$ cat src/rtl/acd_pkg.sv
// Shared types, widths and constants of the astrocyte cell dynamics block.
`default_nettype none
package acd_pkg;

  localparam int ACD_TICK_WIDTH = 32;

  localparam int CFG_IDX_W  = 3;
  localparam int CFG_DATA_W = 16;

  localparam logic [CFG_IDX_W-1:0] REG_BASELINE = 3'd0;
  localparam logic [CFG_IDX_W-1:0] REG_TIME_STEP = 3'd1;
  localparam logic [CFG_IDX_W-1:0] REG_IP3_RETAIN = 3'd2;
  localparam logic [CFG_IDX_W-1:0] REG_TARGET = 3'd3;
  localparam logic [CFG_IDX_W-1:0] REG_COVERED = 3'd4;

  localparam logic [15:0] RST_BASELINE = 16'd102;
  localparam logic [15:0] RST_TIME_STEP = 16'd66;
  localparam logic [15:0] RST_IP3_RETAIN = 16'd65208;
  localparam logic [15:0] RST_TARGET = 16'd19661;
  localparam logic [15:0] RST_COVERED = 16'd0;
  localparam logic [15:0] ONE_Q15 = 16'd32768;

  localparam logic [15:0] CA_MAX = 16'd51200;
  localparam logic [14:0] IP3_MAX = 15'd20480;
  localparam logic [16:0] SCALE_MIN = 17'd16384;
  localparam logic [16:0] SCALE_MAX = 17'd65536;

  localparam int MUL_A_W = 25;
  localparam int MUL_B_W = 16;
  localparam int MUL_P_W = MUL_A_W + MUL_B_W;
  localparam int DIV_N_W = 23;
  localparam int DIV_D_W = 5;

  localparam logic [DIV_D_W-1:0] DIV_BY_THREE = 5'd3;
  localparam logic [DIV_D_W-1:0] DIV_BY_FIVE = 5'd5;
  localparam logic [DIV_D_W-1:0] DIV_BY_TWENTYFIVE = 5'd25;

  typedef struct packed {
    logic               go;
    logic [MUL_A_W-1:0] a;
    logic [MUL_B_W-1:0] b;
  } acd_mul_req_t;

  typedef struct packed {
    logic               done;
    logic [MUL_P_W-1:0] p;
  } acd_mul_rsp_t;

  typedef struct packed {
    logic               go;
    logic [DIV_N_W-1:0] n;
    logic [DIV_D_W-1:0] d;
  } acd_div_req_t;

  typedef struct packed {
    logic               done;
    logic [DIV_N_W-1:0] q;
  } acd_div_rsp_t;

endpackage
`default_nettype wire

$ cat src/rtl/acd_if.sv
// Stream interfaces for the input items and the result items.
`default_nettype none
interface acd_in_if;
  logic        valid;
  logic        ready;
  logic [15:0] stimulus;
  logic [15:0] activity_level;
  logic        release_request;
  logic [15:0] synapse_index;
  logic [15:0] synapse_strength;

  modport source (output valid, stimulus, activity_level, release_request, synapse_index,
                  synapse_strength, input ready);
  modport sink (input valid, stimulus, activity_level, release_request, synapse_index,
                synapse_strength, output ready);
endinterface

interface acd_out_if;
  logic        valid;
  logic        ready;
  logic [15:0] calcium_level;
  logic [14:0] ip3_level;
  logic [15:0] atp_out;
  logic        spike_flag;
  logic [31:0] spike_tick;
  logic [15:0] glutamate_amount;
  logic [15:0] d_serine_amount;
  logic [15:0] new_strength;
  logic [16:0] homeo_scale;

  modport source (output valid, calcium_level, ip3_level, atp_out, spike_flag, spike_tick,
                  glutamate_amount, d_serine_amount, new_strength, homeo_scale,
                  input ready);
  modport sink (input valid, calcium_level, ip3_level, atp_out, spike_flag, spike_tick,
                glutamate_amount, d_serine_amount, new_strength, homeo_scale,
                output ready);
endinterface
`default_nettype wire

$ cat src/rtl/acd_ser_mul.sv
// Bit-serial signed by unsigned shift-and-add multiplier.
`default_nettype none
module acd_ser_mul (
  input  wire                  clk,
  input  wire                  rst,
  input  acd_pkg::acd_mul_req_t req,
  output acd_pkg::acd_mul_rsp_t rsp
);
  import acd_pkg::*;

  localparam int CNT_W = $clog2(MUL_B_W);

  logic               busy;
  logic               done;
  logic [CNT_W-1:0]   cnt;
  logic [MUL_A_W-1:0] a_q;
  logic [MUL_B_W-1:0] b_q;
  logic [MUL_P_W-1:0] acc;
  logic [MUL_P_W-1:0] addend;
  logic [MUL_P_W-1:0] acc_next;

  assign addend   = b_q[MUL_B_W-1] ? {{MUL_B_W{a_q[MUL_A_W-1]}}, a_q} : '0;
  assign acc_next = {acc[MUL_P_W-2:0], 1'b0} + addend;

  always_ff @(posedge clk) begin
    if (rst) begin
      busy <= 1'b0;
      done <= 1'b0;
      cnt  <= '0;
    end else begin
      done <= 1'b0;
      if (req.go) begin
        busy <= 1'b1;
        cnt  <= '0;
      end else if (busy) begin
        cnt <= cnt + CNT_W'(1);
        if (cnt == CNT_W'(MUL_B_W - 1)) begin
          busy <= 1'b0;
          done <= 1'b1;
        end
      end
    end
  end

  always_ff @(posedge clk) begin
    if (req.go) begin
      a_q <= req.a;
      b_q <= req.b;
      acc <= '0;
    end else if (busy) begin
      b_q <= {b_q[MUL_B_W-2:0], 1'b0};
      acc <= acc_next;
    end
  end

  assign rsp.done = done;
  assign rsp.p    = acc;
endmodule
`default_nettype wire

$ cat src/rtl/acd_ser_div.sv
// Restoring divider that yields one quotient bit per cycle for small divisors.
`default_nettype none
module acd_ser_div (
  input  wire                  clk,
  input  wire                  rst,
  input  acd_pkg::acd_div_req_t req,
  output acd_pkg::acd_div_rsp_t rsp
);
  import acd_pkg::*;

  localparam int CNT_W = $clog2(DIV_N_W);

  logic               busy;
  logic               done;
  logic [CNT_W-1:0]   cnt;
  logic [DIV_N_W-1:0] n_q;
  logic [DIV_D_W-1:0] d_q;
  logic [DIV_D_W-1:0] rem;
  logic [DIV_D_W:0]   trial;
  logic               fits;

  assign trial = {rem, n_q[DIV_N_W-1]};
  assign fits  = trial >= {1'b0, d_q};

  always_ff @(posedge clk) begin
    if (rst) begin
      busy <= 1'b0;
      done <= 1'b0;
      cnt  <= '0;
    end else begin
      done <= 1'b0;
      if (req.go) begin
        busy <= 1'b1;
        cnt  <= '0;
      end else if (busy) begin
        cnt <= cnt + CNT_W'(1);
        if (cnt == CNT_W'(DIV_N_W - 1)) begin
          busy <= 1'b0;
          done <= 1'b1;
        end
      end
    end
  end

  always_ff @(posedge clk) begin
    if (req.go) begin
      n_q <= req.n;
      d_q <= req.d;
      rem <= '0;
    end else if (busy) begin
      rem <= fits ? DIV_D_W'(trial - {1'b0, d_q}) : trial[DIV_D_W-1:0];
      n_q <= {n_q[DIV_N_W-2:0], fits};
    end
  end

  assign rsp.done = done;
  assign rsp.q    = n_q;
endmodule
`default_nettype wire

$ cat src/rtl/astrocyte_cell_dynamics_top.sv
// Top level of the astrocyte cell dynamics block: sequencer, state and registers.
`default_nettype none
// One tick of one cell per input transfer. The tick is worked out by a sequencer that
// drives one bit-serial multiplier and one bit-serial divider by a small constant, one
// operation after the other. The sequence is shortest without a stimulus above 2560 and
// without a valid release request, longer with only a high stimulus, and longest with
// both; the next input is taken in the cycle after the result has entered the output
// register, so a receiver that holds back the previous result also holds back the next
// input. Configuration writes take effect at once.
module astrocyte_cell_dynamics_top #(
  parameter int TICK_WIDTH = acd_pkg::ACD_TICK_WIDTH
) (
  input  wire                              clk,
  input  wire                              rst,
  input  wire                              cfg_we,
  input  wire [acd_pkg::CFG_IDX_W-1:0]     cfg_index,
  input  wire [acd_pkg::CFG_DATA_W-1:0]    cfg_data,
  acd_in_if.sink                           in_ch,
  acd_out_if.source                        out_ch
);
  import acd_pkg::*;

  localparam logic [3:0] ST_IDLE = 4'd0;
  localparam logic [3:0] ST_CA   = 4'd1;
  localparam logic [3:0] ST_IP3A = 4'd2;
  localparam logic [3:0] ST_IP3D = 4'd3;
  localparam logic [3:0] ST_IP3R = 4'd4;
  localparam logic [3:0] ST_ATPM = 4'd5;
  localparam logic [3:0] ST_ATPD = 4'd6;
  localparam logic [3:0] ST_SCL  = 4'd7;
  localparam logic [3:0] ST_GLF  = 4'd8;
  localparam logic [3:0] ST_GLM  = 4'd9;
  localparam logic [3:0] ST_GLD  = 4'd10;
  localparam logic [3:0] ST_DS   = 4'd11;
  localparam logic [3:0] ST_STR  = 4'd12;
  localparam logic [3:0] ST_DONE = 4'd13;

  logic [3:0] state;

  logic [15:0] base, dt, retain, target, covered;
  logic [15:0] ca;
  logic [14:0] ip3;
  logic [15:0] atp;
  logic [15:0] pool;
  logic [TICK_WIDTH-1:0] tick;
  logic [TICK_WIDTH-1:0] last_spike;

  logic signed [15:0] stim, act;
  logic        req_valid;
  logic [15:0] strength;

  logic        spike, div_neg;
  logic [15:0] glu, dser, newstr;
  logic [16:0] scale;

  logic        o_valid, o_spike;
  logic [15:0] o_ca, o_atp, o_glu, o_dser, o_str;
  logic [14:0] o_ip3;
  logic [31:0] o_tick;
  logic [16:0] o_scale;

  acd_mul_req_t mul_req;
  acd_mul_rsp_t mul_rsp;
  acd_div_req_t div_req;
  acd_div_rsp_t div_rsp;
  logic         mul_fire, div_fire;

  acd_ser_mul u_mul (.clk(clk), .rst(rst), .req(mul_req), .rsp(mul_rsp));
  acd_ser_div u_div (.clk(clk), .rst(rst), .req(div_req), .rsp(div_rsp));

  logic signed [MUL_P_W-1:0] mp;
  logic signed [21:0] ca_diff, s_ca;
  logic signed [24:0] ca_delta;
  logic signed [25:0] ca_sum;
  logic [15:0] ca_new;
  logic [17:0] base3, ca2;
  logic        spike_hit, stim_high;
  logic [17:0] ip3_sum;
  logic [14:0] ip3_cap;
  logic signed [23:0] atp_term, atp_n, atp_q;
  logic signed [24:0] atp_sum;
  logic [15:0] atp_new;
  logic [20:0] t5;
  logic signed [23:0] sc_n, sc_n2, sc_q, sc_sum;
  logic [16:0] scale_new;
  logic        ca_gt2, ds_hit;
  logic [16:0] gf_diff, ds_diff;
  logic [15:0] frac, dser_new;
  logic [34:0] x15;
  logic [63:0] last_ext;
  logic [15:0] str_new;

  assign mp       = $signed(mul_rsp.p);
  assign ca_diff  = $signed({6'b0, ca}) - $signed({6'b0, base});
  assign s_ca     = ($signed({{6{in_ch.stimulus[15]}}, in_ch.stimulus}) <<< 1)
                    - ((ca_diff <<< 3) + (ca_diff <<< 1));
  assign ca_delta = $signed(mp[40:16]);
  assign ca_sum   = $signed({10'b0, ca}) + $signed({ca_delta[24], ca_delta});
  always_comb begin
    if (ca_sum < 0) ca_new = 16'd0;
    else if (ca_sum > $signed({10'b0, CA_MAX})) ca_new = CA_MAX;
    else ca_new = ca_sum[15:0];
  end
  assign base3     = {2'b0, base} + {1'b0, base, 1'b0};
  assign spike_hit = {2'b0, ca_new} > base3;
  assign stim_high = stim > 16'sd2560;

  assign ip3_sum = {3'b0, ip3} + div_rsp.q[17:0];
  assign ip3_cap = (ip3_sum > {3'b0, IP3_MAX}) ? IP3_MAX : ip3_sum[14:0];

  assign atp_term = 24'sd163840 - ($signed({{8{act[15]}}, act}) <<< 7);
  assign atp_n    = $signed(mp[40:17]);
  assign atp_q    = div_neg ? ~$signed({1'b0, div_rsp.q}) : $signed({1'b0, div_rsp.q});
  assign atp_sum  = $signed({9'b0, atp}) + $signed({atp_q[23], atp_q});
  always_comb begin
    if (atp_sum < 0) atp_new = 16'd0;
    else if (atp_sum > $signed({9'b0, ONE_Q15})) atp_new = ONE_Q15;
    else atp_new = atp_sum[15:0];
  end

  assign t5     = {5'b0, target} + {3'b0, target, 2'b0};
  assign sc_n   = $signed({3'b0, t5}) - $signed({2'b0, ca, 6'b0});
  assign sc_n2  = sc_n >>> 2;
  assign sc_q   = div_neg ? ~$signed({1'b0, div_rsp.q}) : $signed({1'b0, div_rsp.q});
  assign sc_sum = 24'sd32768 + sc_q;
  always_comb begin
    if (sc_sum < $signed({7'b0, SCALE_MIN})) scale_new = SCALE_MIN;
    else if (sc_sum > $signed({7'b0, SCALE_MAX})) scale_new = SCALE_MAX;
    else scale_new = sc_sum[16:0];
  end

  assign ca_gt2   = {1'b0, ca} > {base, 1'b0};
  assign gf_diff  = {1'b0, ca} - {base, 1'b0};
  assign ca2      = {1'b0, ca, 1'b0};
  assign ds_hit   = ca2 > base3;
  assign ds_diff  = 17'(ca2 - base3);
  assign frac     = (div_rsp.q > DIV_N_W'(ONE_Q15)) ? ONE_Q15 : div_rsp.q[15:0];
  assign dser_new = (div_rsp.q > DIV_N_W'(ONE_Q15)) ? ONE_Q15 : div_rsp.q[15:0];
  assign x15      = {mul_rsp.p[30:0], 4'b0} - {4'b0, mul_rsp.p[30:0]};
  assign str_new  = (mul_rsp.p[40:32] != 9'd0) ? 16'hFFFF : mul_rsp.p[31:16];

  always_comb begin
    mul_fire = 1'b0;
    div_fire = 1'b0;
    case (state)
      ST_IDLE: mul_fire = in_ch.valid;
      ST_CA:   mul_fire = mul_rsp.done;
      ST_IP3A: div_fire = mul_rsp.done;
      ST_IP3D: mul_fire = div_rsp.done;
      ST_IP3R: mul_fire = mul_rsp.done;
      ST_ATPM: div_fire = mul_rsp.done;
      ST_ATPD: div_fire = div_rsp.done;
      ST_SCL: begin
        div_fire = div_rsp.done && req_valid && (ca_gt2 || ds_hit);
        mul_fire = div_rsp.done && req_valid && !ca_gt2 && !ds_hit;
      end
      ST_GLF:  mul_fire = div_rsp.done;
      ST_GLM:  div_fire = mul_rsp.done;
      ST_GLD: begin
        div_fire = div_rsp.done && ds_hit;
        mul_fire = div_rsp.done && !ds_hit;
      end
      ST_DS:   mul_fire = div_rsp.done;
      default: ;
    endcase
  end

  always_ff @(posedge clk) begin
    if (rst) begin
      base       <= RST_BASELINE;
      dt         <= RST_TIME_STEP;
      retain     <= RST_IP3_RETAIN;
      target     <= RST_TARGET;
      covered    <= RST_COVERED;
    end else if (cfg_we) begin
      case (cfg_index)
        REG_BASELINE:   base    <= cfg_data;
        REG_TIME_STEP:  dt      <= cfg_data;
        REG_IP3_RETAIN: retain  <= cfg_data;
        REG_TARGET:     target  <= cfg_data;
        REG_COVERED:    covered <= cfg_data;
        default: ;
      endcase
    end
  end

  always_ff @(posedge clk) begin
    if (rst) begin
      state      <= ST_IDLE;
      mul_req.go <= 1'b0;
      div_req.go <= 1'b0;
      o_valid    <= 1'b0;
      ca         <= RST_BASELINE;
      ip3        <= '0;
      atp        <= ONE_Q15;
      pool       <= ONE_Q15;
      tick       <= '0;
      last_spike <= '0;
    end else begin
      mul_req.go <= mul_fire;
      div_req.go <= div_fire;
      if (state == ST_DONE && (!o_valid || out_ch.ready)) o_valid <= 1'b1;
      else if (o_valid && out_ch.ready) o_valid <= 1'b0;
      case (state)
        ST_IDLE: begin
          if (in_ch.valid) begin
            stim       <= $signed(in_ch.stimulus);
            act        <= $signed(in_ch.activity_level);
            req_valid  <= in_ch.release_request && (in_ch.synapse_index < covered);
            strength   <= in_ch.synapse_strength;
            tick       <= tick + TICK_WIDTH'(1);
            mul_req.a  <= 25'(s_ca);
            mul_req.b  <= dt;
            state      <= ST_CA;
          end
        end
        ST_CA: begin
          if (mul_rsp.done) begin
            ca    <= ca_new;
            spike <= spike_hit;
            if (spike_hit) last_spike <= tick;
            if (stim_high) begin
              mul_req.a <= 25'(stim);
              mul_req.b <= dt;
              state     <= ST_IP3A;
            end else begin
              mul_req.a <= {10'b0, ip3};
              mul_req.b <= retain;
              state     <= ST_IP3R;
            end
          end
        end
        ST_IP3A: begin
          if (mul_rsp.done) begin
            div_req.n  <= {5'b0, mul_rsp.p[30:13]};
            div_req.d  <= DIV_BY_FIVE;
            state      <= ST_IP3D;
          end
        end
        ST_IP3D: begin
          if (div_rsp.done) begin
            mul_req.a  <= {10'b0, ip3_cap};
            mul_req.b  <= retain;
            state      <= ST_IP3R;
          end
        end
        ST_IP3R: begin
          if (mul_rsp.done) begin
            ip3        <= mul_rsp.p[30:16];
            mul_req.a  <= {atp_term[23], atp_term};
            mul_req.b  <= dt;
            state      <= ST_ATPM;
          end
        end
        ST_ATPM: begin
          if (mul_rsp.done) begin
            div_neg    <= atp_n[23];
            div_req.n  <= atp_n[23] ? ~atp_n[22:0] : atp_n[22:0];
            div_req.d  <= DIV_BY_FIVE;
            state      <= ST_ATPD;
          end
        end
        ST_ATPD: begin
          if (div_rsp.done) begin
            atp        <= atp_new;
            div_neg    <= sc_n2[23];
            div_req.n  <= sc_n2[23] ? ~sc_n2[22:0] : sc_n2[22:0];
            div_req.d  <= DIV_BY_TWENTYFIVE;
            state      <= ST_SCL;
          end
        end
        ST_SCL: begin
          if (div_rsp.done) begin
            scale <= scale_new;
            if (!req_valid) begin
              glu    <= '0;
              dser   <= '0;
              newstr <= strength;
              state  <= ST_DONE;
            end else if (ca_gt2) begin
              div_req.n  <= {1'b0, gf_diff, 5'b0};
              div_req.d  <= DIV_BY_FIVE;
              state      <= ST_GLF;
            end else begin
              glu <= '0;
              if (ds_hit) begin
                div_req.n  <= {2'b0, ds_diff, 4'b0};
                div_req.d  <= DIV_BY_THREE;
                state      <= ST_DS;
              end else begin
                dser       <= '0;
                mul_req.a  <= {8'b0, 1'b1, 16'd0};
                mul_req.b  <= strength;
                state      <= ST_STR;
              end
            end
          end
        end
        ST_GLF: begin
          if (div_rsp.done) begin
            mul_req.a  <= {9'b0, frac};
            mul_req.b  <= pool;
            state      <= ST_GLM;
          end
        end
        ST_GLM: begin
          if (mul_rsp.done) begin
            div_req.n  <= {5'b0, x15[34:17]};
            div_req.d  <= DIV_BY_TWENTYFIVE;
            state      <= ST_GLD;
          end
        end
        ST_GLD: begin
          if (div_rsp.done) begin
            glu  <= div_rsp.q[15:0];
            pool <= pool - div_rsp.q[15:0];
            if (ds_hit) begin
              div_req.n  <= {2'b0, ds_diff, 4'b0};
              div_req.d  <= DIV_BY_THREE;
              state      <= ST_DS;
            end else begin
              dser       <= '0;
              mul_req.a  <= {8'b0, 1'b1, div_rsp.q[15:0]};
              mul_req.b  <= strength;
              state      <= ST_STR;
            end
          end
        end
        ST_DS: begin
          if (div_rsp.done) begin
            dser       <= dser_new;
            mul_req.a  <= {8'b0, 1'b1, glu};
            mul_req.b  <= strength;
            state      <= ST_STR;
          end
        end
        ST_STR: begin
          if (mul_rsp.done) begin
            newstr <= str_new;
            state  <= ST_DONE;
          end
        end
        ST_DONE: begin
          if (!o_valid || out_ch.ready) begin
            state   <= ST_IDLE;
          end
        end
        default: state <= ST_IDLE;
      endcase
    end
  end

  assign last_ext = 64'(last_spike);

  always_ff @(posedge clk) begin
    if (state == ST_DONE && (!o_valid || out_ch.ready)) begin
      o_ca    <= ca;
      o_ip3   <= ip3;
      o_atp   <= atp;
      o_spike <= spike;
      o_tick  <= last_ext[31:0];
      o_glu   <= glu;
      o_dser  <= dser;
      o_str   <= newstr;
      o_scale <= scale;
    end
  end

  assign in_ch.ready             = (state == ST_IDLE);
  assign out_ch.valid            = o_valid;
  assign out_ch.calcium_level    = o_ca;
  assign out_ch.ip3_level        = o_ip3;
  assign out_ch.atp_out          = o_atp;
  assign out_ch.spike_flag       = o_spike;
  assign out_ch.spike_tick       = o_tick;
  assign out_ch.glutamate_amount = o_glu;
  assign out_ch.d_serine_amount  = o_dser;
  assign out_ch.new_strength     = o_str;
  assign out_ch.homeo_scale      = o_scale;
endmodule
`default_nettype wire

$ cat src/flat_wrapper.sv
// flat-port wrapper written by rule: the top's interface ports become plain ports
module astrocyte_cell_dynamics_top_flat import acd_pkg::*;
#(
  parameter int TICK_WIDTH = acd_pkg::ACD_TICK_WIDTH
)
  (clk, rst, cfg_we, cfg_index, cfg_data, in_ch_valid, in_ch_stimulus, in_ch_activity_level, in_ch_release_request, in_ch_synapse_index, in_ch_synapse_strength, in_ch_ready, out_ch_valid, out_ch_calcium_level, out_ch_ip3_level, out_ch_atp_out, out_ch_spike_flag, out_ch_spike_tick, out_ch_glutamate_amount, out_ch_d_serine_amount, out_ch_new_strength, out_ch_homeo_scale, out_ch_ready);
  acd_in_if in_ch_i ();
  acd_out_if out_ch_i ();
  input  wire clk;
  input  wire rst;
  input  wire cfg_we;
  input  wire [acd_pkg::CFG_IDX_W-1:0] cfg_index;
  input  wire [acd_pkg::CFG_DATA_W-1:0] cfg_data;
  input wire logic [$bits(in_ch_i.valid)-1:0] in_ch_valid;
  input wire logic [$bits(in_ch_i.stimulus)-1:0] in_ch_stimulus;
  input wire logic [$bits(in_ch_i.activity_level)-1:0] in_ch_activity_level;
  input wire logic [$bits(in_ch_i.release_request)-1:0] in_ch_release_request;
  input wire logic [$bits(in_ch_i.synapse_index)-1:0] in_ch_synapse_index;
  input wire logic [$bits(in_ch_i.synapse_strength)-1:0] in_ch_synapse_strength;
  output wire logic [$bits(in_ch_i.ready)-1:0] in_ch_ready;
  output wire logic [$bits(out_ch_i.valid)-1:0] out_ch_valid;
  output wire logic [$bits(out_ch_i.calcium_level)-1:0] out_ch_calcium_level;
  output wire logic [$bits(out_ch_i.ip3_level)-1:0] out_ch_ip3_level;
  output wire logic [$bits(out_ch_i.atp_out)-1:0] out_ch_atp_out;
  output wire logic [$bits(out_ch_i.spike_flag)-1:0] out_ch_spike_flag;
  output wire logic [$bits(out_ch_i.spike_tick)-1:0] out_ch_spike_tick;
  output wire logic [$bits(out_ch_i.glutamate_amount)-1:0] out_ch_glutamate_amount;
  output wire logic [$bits(out_ch_i.d_serine_amount)-1:0] out_ch_d_serine_amount;
  output wire logic [$bits(out_ch_i.new_strength)-1:0] out_ch_new_strength;
  output wire logic [$bits(out_ch_i.homeo_scale)-1:0] out_ch_homeo_scale;
  input wire logic [$bits(out_ch_i.ready)-1:0] out_ch_ready;
  assign in_ch_i.valid = in_ch_valid;
  assign in_ch_i.stimulus = in_ch_stimulus;
  assign in_ch_i.activity_level = in_ch_activity_level;
  assign in_ch_i.release_request = in_ch_release_request;
  assign in_ch_i.synapse_index = in_ch_synapse_index;
  assign in_ch_i.synapse_strength = in_ch_synapse_strength;
  assign in_ch_ready = in_ch_i.ready;
  assign out_ch_valid = out_ch_i.valid;
  assign out_ch_calcium_level = out_ch_i.calcium_level;
  assign out_ch_ip3_level = out_ch_i.ip3_level;
  assign out_ch_atp_out = out_ch_i.atp_out;
  assign out_ch_spike_flag = out_ch_i.spike_flag;
  assign out_ch_spike_tick = out_ch_i.spike_tick;
  assign out_ch_glutamate_amount = out_ch_i.glutamate_amount;
  assign out_ch_d_serine_amount = out_ch_i.d_serine_amount;
  assign out_ch_new_strength = out_ch_i.new_strength;
  assign out_ch_homeo_scale = out_ch_i.homeo_scale;
  assign out_ch_i.ready = out_ch_ready;
  astrocyte_cell_dynamics_top #(.TICK_WIDTH(TICK_WIDTH)) u_core (.clk(clk), .rst(rst), .cfg_we(cfg_we), .cfg_index(cfg_index), .cfg_data(cfg_data), .in_ch(in_ch_i), .out_ch(out_ch_i));
endmodule
$ cat config.mk
export PLATFORM = sky130hd
export DESIGN_NAME = astrocyte_cell_dynamics_top_flat
export DESIGN_NICKNAME = d
export VERILOG_FILES = /design/src/rtl/acd_pkg.sv /design/src/rtl/acd_if.sv /design/src/rtl/acd_ser_mul.sv /design/src/rtl/acd_ser_div.sv /design/src/rtl/astrocyte_cell_dynamics_top.sv /design/src/flat_wrapper.sv
export SDC_FILE = /design/constraint.sdc
export NUM_CORES = 2
export LEC_CHECK = 0
export ABC_CLOCK_PERIOD_IN_PS = 8600
export BUFFER_PORTS_ARGS = -buffer_cell sky130_fd_sc_hd__buf_2
export CAP_MARGIN = 15
export CORE_ASPECT_RATIO = 0.8
export CORE_MARGIN = 4
export CORE_UTILIZATION = 35
export CTS_BUF_LIST = sky130_fd_sc_hd__clkbuf_16
export CTS_CLUSTER_DIAMETER = 200
export DETAILED_ROUTE_END_ITERATION = 6
export PLACE_DENSITY = 0.55
export SETUP_SLACK_MARGIN = 0.15
export SLEW_MARGIN = 20
export SYNTH_ARGS = -nofsm -noshare
export SYNTH_HDL_FRONTEND = slang
export SYNTH_SLANG_ARGS = --single-unit
$ cat constraint.sdc
create_clock -name clk -period 8.6 [get_ports clk]
set_input_delay 0.86 -clock clk [delete_from_list [all_inputs] [get_ports clk]]
set_output_delay 0.86 -clock clk [all_outputs]
set_load 0.01 [all_outputs]
==> Word level (Yosys, flattened, before mapping) <==
Index checks and enable logic that the tools add are counted.
{ "word_totals": {"ff_bits": 672, "word_cells": 276} }
{ "op_classes": {"add_sub_neg": 20, "n_lt_le_gt_ge": 14, "eq_ne": 39, "muxes": 91, "n_bitwise": 6, "n_reduce_logical": 55} }
{ "ops": {"columns": ["cell", "count"], "rows": [
  ["41-bit two-way mux", 14],
  ["16-bit two-way mux", 21],
  ["41-bit one-hot mux with 8 select lines", 1],
  ["28-bit two-way mux", 9],
  ["28-bit one-hot mux with 6 select lines", 1],
  ["23-bit two-way mux", 4],
  ["4-bit two-way mux", 16],
  ["16-bit one-hot mux with 2 select lines", 2],
  ["4-bit one-hot mux with 14 select lines", 1],
  ["16-bit one-hot mux with 3 select lines", 1],
  ["23-bit NOT", 2],
  ["41-bit adder", 1],
  ["35-bit by 31-bit subtractor with 35-bit output", 1],
  ["2-bit != test (second input constant)", 17],
  ["32-bit by 1-bit adder with 32-bit output (second input constant)", 1],
  ["4-bit equality test (second input constant)", 7],
  ["14-bit AND reduction", 2],
  ["17-bit by 25-bit adder with 26-bit output", 1],
  ["26-bit by 17-bit > comparator with 1-bit output (second input constant)", 1],
  ["26-bit by 1-bit less-than comparator with 1-bit output (second input constant)", 1],
  ["17-bit by 24-bit adder with 25-bit output", 1],
  ["25-bit by 17-bit > comparator with 1-bit output (second input constant)", 1],
  ["25-bit by 1-bit less-than comparator with 1-bit output (second input constant)", 1],
  ["17-bit by 24-bit adder with 24-bit output (first input constant)", 1],
  ["62 further kinds", 117]
]} }

==> Depth between registers and ports, before layout <==
{ "logic_depth": {"word_depth": 7, "depth_mapped": 27} }

==> Cells and area by module <==
A second synthesis with hierarchy kept.
{ "hier_totals": {"hier_cells": 4203, "area_unflattened_um2": 40233.6} }
{ "modules_own_cells": {"columns": ["module", "n_inst", "cells_each", "area_each_um2", "seq_area_each_um2"], "rows": [
  ["astrocyte_cell_dynamics_top", 1, 3472, 32910.3, 14163.6],
  ["acd_ser_mul", 1, 589, 5460.2, 2172.1],
  ["acd_ser_div", 1, 142, 1863.0, 1081.0]
]} }

==> Worst setup path before layout <==
No wires, ideal clock.
{ "synth_timing": {"path_type": "reg2reg", "start": "reg u_core.state[0]", "end": "reg u_core.o_atp[0], in the netlist u_core.out_ch.atp_out[0] (enable)", "setup_ps": 668, "arrival_time_ps": 7407, "required_ps": 7932, "slack_ps": 525, "path_stages_with_launch": 6, "cell_sequence": "dfxtp_1 -> clkbuf_1 -> inv_1 -> nor2_1 -> nand3_1 -> nor2b_1"} }
{ "synth_via": {"elab_chain_cells": 2} }
{ "synth_rtl": {"columns": ["item", "line", "source"], "rows": [
  ["start: declaration", "astrocyte_cell_dynamics_top.sv:38", "logic [3:0] state;"],
  ["start signal: assignment", "astrocyte_cell_dynamics_top.sv:189", "state <= ST_IDLE;"],
  ["start signal: assignment", "astrocyte_cell_dynamics_top.sv:214", "state <= ST_CA;"],
  ["start signal: assignment", "astrocyte_cell_dynamics_top.sv:225", "state <= ST_IP3A;"],
  ["4-bit equality test", "astrocyte_cell_dynamics_top.sv:356", "if (state == ST_DONE && (!o_valid || out_ch.ready)) begin"],
  ["1-bit logical AND", "astrocyte_cell_dynamics_top.sv:356", null],
  ["end signal: assignment", "astrocyte_cell_dynamics_top.sv:359", "o_atp <= atp;"],
  ["end: declaration", "astrocyte_cell_dynamics_top.sv:57", "logic [15:0] o_ca, o_atp, o_glu, o_dser, o_str;"]
]} }
Every way passes these cells.
A chain may end at the register's enable or synchronous reset.

==> Worst setup path in the final report <==
{ "layout_timing": {"start": "reg u_core.u_mul.acc[16]", "end": "reg u_core.last_spike[31]"} }
{ "layout_via": {"elab_chain_cells": 6, "elab_cells_between_ends": 7} }
{ "layout_rtl": {"columns": ["item", "line", "source"], "rows": [
  ["start: declaration", "acd_ser_mul.sv:18", "logic [MUL_P_W-1:0] acc;"],
  ["start signal: assignment", "acd_ser_mul.sv:52", "acc <= acc_next;"],
  ["17-bit by 25-bit adder with 26-bit output (*)", "astrocyte_cell_dynamics_top.sv:98", "assign ca_sum = $signed({10'b0, ca}) + $signed({ca_delta[24], ca_delta});"],
  ["26-bit by 17-bit > comparator with 1-bit output", "astrocyte_cell_dynamics_top.sv:101", "else if (ca_sum > $signed({10'b0, CA_MAX})) ca_new = CA_MAX;"],
  ["16-bit two-way mux", "astrocyte_cell_dynamics_top.sv:101", null],
  ["16-bit two-way mux (*)", "astrocyte_cell_dynamics_top.sv:100", "if (ca_sum < 0) ca_new = 16'd0;"],
  ["net u_core.ca_new[1]", "astrocyte_cell_dynamics_top.sv:75", "logic [15:0] ca_new;"],
  ["16-bit by 18-bit > comparator with 1-bit output (*)", "astrocyte_cell_dynamics_top.sv:105", "assign spike_hit = {2'b0, ca_new} > base3;"],
  ["3-bit AND reduction (no source line) (*)", null, null],
  ["end signal: assignment", "astrocyte_cell_dynamics_top.sv:221", "if (spike_hit) last_spike <= tick;"],
  ["end: declaration", "astrocyte_cell_dynamics_top.sv:46", "logic [TICK_WIDTH-1:0] last_spike;"]
]} }
The timed path passes the listed nets; every way through them passes the cells marked *.

==> impl_metrics.yaml <==
outcome:
  outcome: "complete, no violations"
critical_path:
  r2r-start: "u_core.u_mul.acc[16]$_SDFFE_PP0P_"
  crit_type: "flop to flop"
  rrSetupSlack_ns: 1.51
  crit_path_end: "u_core.last_spike[31]$_SDFFE_PP0P_"
  crit_path_start_kind: "flop"
  worst_path_most_repeated_cell: "o31a_1"
  cp-end-kind: "flop"
  cpMaxStageDelayCell: "a311oi_1"
  rr_worst_depth: 25
  r2r_end: "u_core.last_spike[31]$_SDFFE_PP0P_"
  worstPathRequired_ns: 9.12
  critPathLaunch: "u_core.u_mul.acc[16]$_SDFFE_PP0P_"
  cp_data_arrival_time_ns: 7.61
  cp_max_fo: 32
  slowest_delay_ns: 0.66
clock_network:
  clockBufferDepth: 3
  clk_latency_ns: 0.68
  cts_buffers: 77
  clk_pin_slew_worst_paths_ns: 0.06
  postCtsHoldBufs: 0
  htree_num_levels: 3
  cts_tree: "yes"
  clkSinkCount: 670
  cts_setup_buffers: 0
  cts-root-buf: "clkbuf_16"
  post_cts_resized: 0
sta:
  period_share: 0.825
  setup_viol: 0
  maxSlewHeadroom: 0.239
  finClkSkew_ns: 0.0278
  hold_violations: 0
  clock.fmax_mhz: 141
  min_period_ns: 7.09
  tns_ns: 0
  drv_slew: 0
  rsz0062_at_grt: "no"
  worst_pin_slew_ns: 1.14
  setup_ws_ns: 1.51
global_route:
  first_global_vias: 31130
  grt_pass1_wl_mm: 206
  grt_max_degree: 77
  grt_usage: 0.225
  overflow: 0
  antenna_found_initial: 4
route:
  drt_wl_total_mm: 141
  ant_nets: 0
  remaining_drc_errors: 0
  wl_per_cell_um: 23.5
  drt-pass1-iter-count: 7
  viasPerCell: 5.55
  num_vias: 33311
  first_iter_violations: 3342
cells_and_area:
  drive_gt1_frac: 0.108
  nFillCells: 11410
  syn2layout_area_growth_pct: 13.3
  fin_area_um2: 45700
  layout.nets: 4807
  layoutNonFillerInstCount: 5999
  seqCellArea_um2: 17400
  multi_input_area_um2: 21600
job:
  maxCapViolCount: 0
placed_design:
  gp_congestion: 0.929
  io_buffers: 235
  dp_hpwl_mm: 107
  post-place-ws_ns: 1.60
  postPlaceCellArea_um2: 43100
  dp_cells: 5854
logic_synthesis:
  synthesis.nets: 4612
  ys_ff_latch: 670
  netlist_instances: 4213
  synth-xor-area-share: 0.0641
  muxShareOfSynthArea: 0.0295
  syn_area_per_cell_um2: 9.56
  synth-edff-count: 397
  synthSimpleGateAreaFrac: 0.155
  ys.flop_type: "edfxtp_1"
  yosys.cell_types.count: 94
  yosys_warnings: 0
  synth_fa_ha_area_frac: 0.101
  synth_compound_area_frac: 0.184
  mappedNetlistArea_um2: 40300
  async_reset_ff_frac: 0
  seq_area_frac_synth: 0.432
  synth_top_family_by_area: "compound AO/OA/AOI/OAI gates"
pwr:
  power_mw: 12.2
  ir_drop_uv: 150
  p_per_area_nw_per_um2: 267
  p_leak_nw: 18.1
floorplanning:
  start_util: 0.352
  core_area_um2: 114000
  die_y_um: 311
  die_area_um2: 121000
  rows: 111
  ioPinCount: 236
  fp.dieW_um: 387
min_path:
  min_path_type: "input pin to flop"
==> per-layer routing <==
metal | track usage | part of all wire | vias up
li1 | - | - | 15763
met1 | 0.339 | 0.48 | 16059
met2 | 0.313 | 0.40 | 1263
met3 | 0.0497 | 0.082 | 226
met4 | 0.0817 | 0.038 | 0
met5 | 0 | 0 | -
==> report_power, final <==
group          switching, mW  internal [mW]
sequential             0.352           3.87
clock                   1.45           1.87
combinational           2.92           1.76
total                   4.72           7.49
==> stage by stage <==
| stage | utilization | hold WS [ns] |
|---|---|---|
| floorplan | - | 0.400 |
| global placement | 0.377 | 0.400 |
| detailed placement | 0.377 | 0.405 |
| CTS | 0.399 | 0.293 |
| global route | 0.399 | 0.313 |
| finish | 0.399 | 0.352 |
==> state kept, by name, indices dropped and copies added (netlist names), 17 cells and up <==
signal	flops
u_core.mul_req	41
u_core.u_mul.acc	41
u_core.last_spike	32
u_core.out_ch.spike_tick	32
u_core.tick	32
u_core.div_req	29
u_core.u_mul.a_q	24
u_core.u_div.n_q	23
u_core.out_ch.homeo_scale	17
u_core.scale	17
==> Yosys cell counts, types with 51 or more instances <==
cell      number  area (µm²)
nand2_1      460        1730
nor3_1        85         425
nand3_1       68         340
mux2i_1       86         861
xor2_1       119        1040
nand2b_1      53         332
dfxtp_1      273        5470
inv_1        198         743
o21ai_0      202        1010
xnor2_1      176        1540
edfxtp_1     397       11900
nor2_1       335        1260
clkbuf_1     140         526
ha_1         283        3540
nor2b_1       51         319
a21o_1       110         826
a21oi_1      365        1830
==> how the worst min path moves through the flow <==
stage          cells past startpoint                     startpoint                                endpoint
2_1_floorplan                      0  u_core.scale[0]$_SDFFCE_PP0P_  u_core.out_ch.homeo_scale[0]$_DFFE_PP_
3_3_place_gp                       0   u_core.mul_req[32]$_DFFE_PP_          u_core.u_mul.a_q[16]$_DFFE_PP_
3_5_place_dp                       0  u_core.scale[9]$_SDFFCE_PP0P_  u_core.out_ch.homeo_scale[9]$_DFFE_PP_
4_1_cts                            1      in_ch_synapse_strength[0]            u_core.strength[0]$_DFFE_PP_
5_1_grt                            1      in_ch_synapse_strength[0]            u_core.strength[0]$_DFFE_PP_
6_report                           1      in_ch_synapse_strength[0]            u_core.strength[0]$_DFFE_PP_
==> cell usage in the layout, fill, tap and decap left out, types with 34 or more instances in the layout <==
master     Yosys  routed
inv_1        198     214
edfxtp_1     397     397
buf_2         12     234
clkbuf_16      0      79
nand2b_1      53      53
nand3b_1      41      41
o31ai_1       34      34
a21o_1       110     110
nor2b_1       51      49
a21oi_1      365     363
nor3_1        85      84
buf_4          0      48
o21a_1        43      43
mux2i_1       86      86
and2_1        47      47
nand4_1       37      37
dfxtp_1      273     272
nand2_1      460     460
nor2_1       335     334
ha_1         283     283
nand3_1       68      68
xor2_1       119     119
a211oi_1      43      43
o21ai_0      202     202
xnor2_1      176     176
a22o_1        43      43
==> cells by family (layout without fill, tap and decap cells) <==
group / count (synthesis) / after routing
other cells: 0 / 3
buf+inv: 366 / 624
compound gates: 1142 / 1142
simple gates: 1315 / 1315
mux: 115 / 115
flops: 670 / 670
fa+ha+maj: 310 / 310
xor+xnor: 295 / 295
==> worst max-delay path: cells and delay by family, from the launching register on <==
family	cells	cell delay, ns
adder cells (fa/ha/maj)	3	0.93
multiplexers	1	0.26
AND/OR/NAND/NOR	8	1.85
buffers and inverters	2	0.53
flip-flops	1	0.57
AO/OA/AOI/OAI	11	2.70
==> cell type report <==
type | count | area share
Multi-Input combinational cell | 3177 | 0.472
Sequential cell | 670 | 0.381
Clock buffer | 79 | 0.0433
Tap cell | 1525 | 0.0418
Timing Repair Buffer | 283 | 0.0338
Inverter | 199 | 0.0164
Clock inverter | 63 | 0.0115
Antenna cell | 3 | 0.000164
Note: power is estimated with default switching activity, not from simulation.
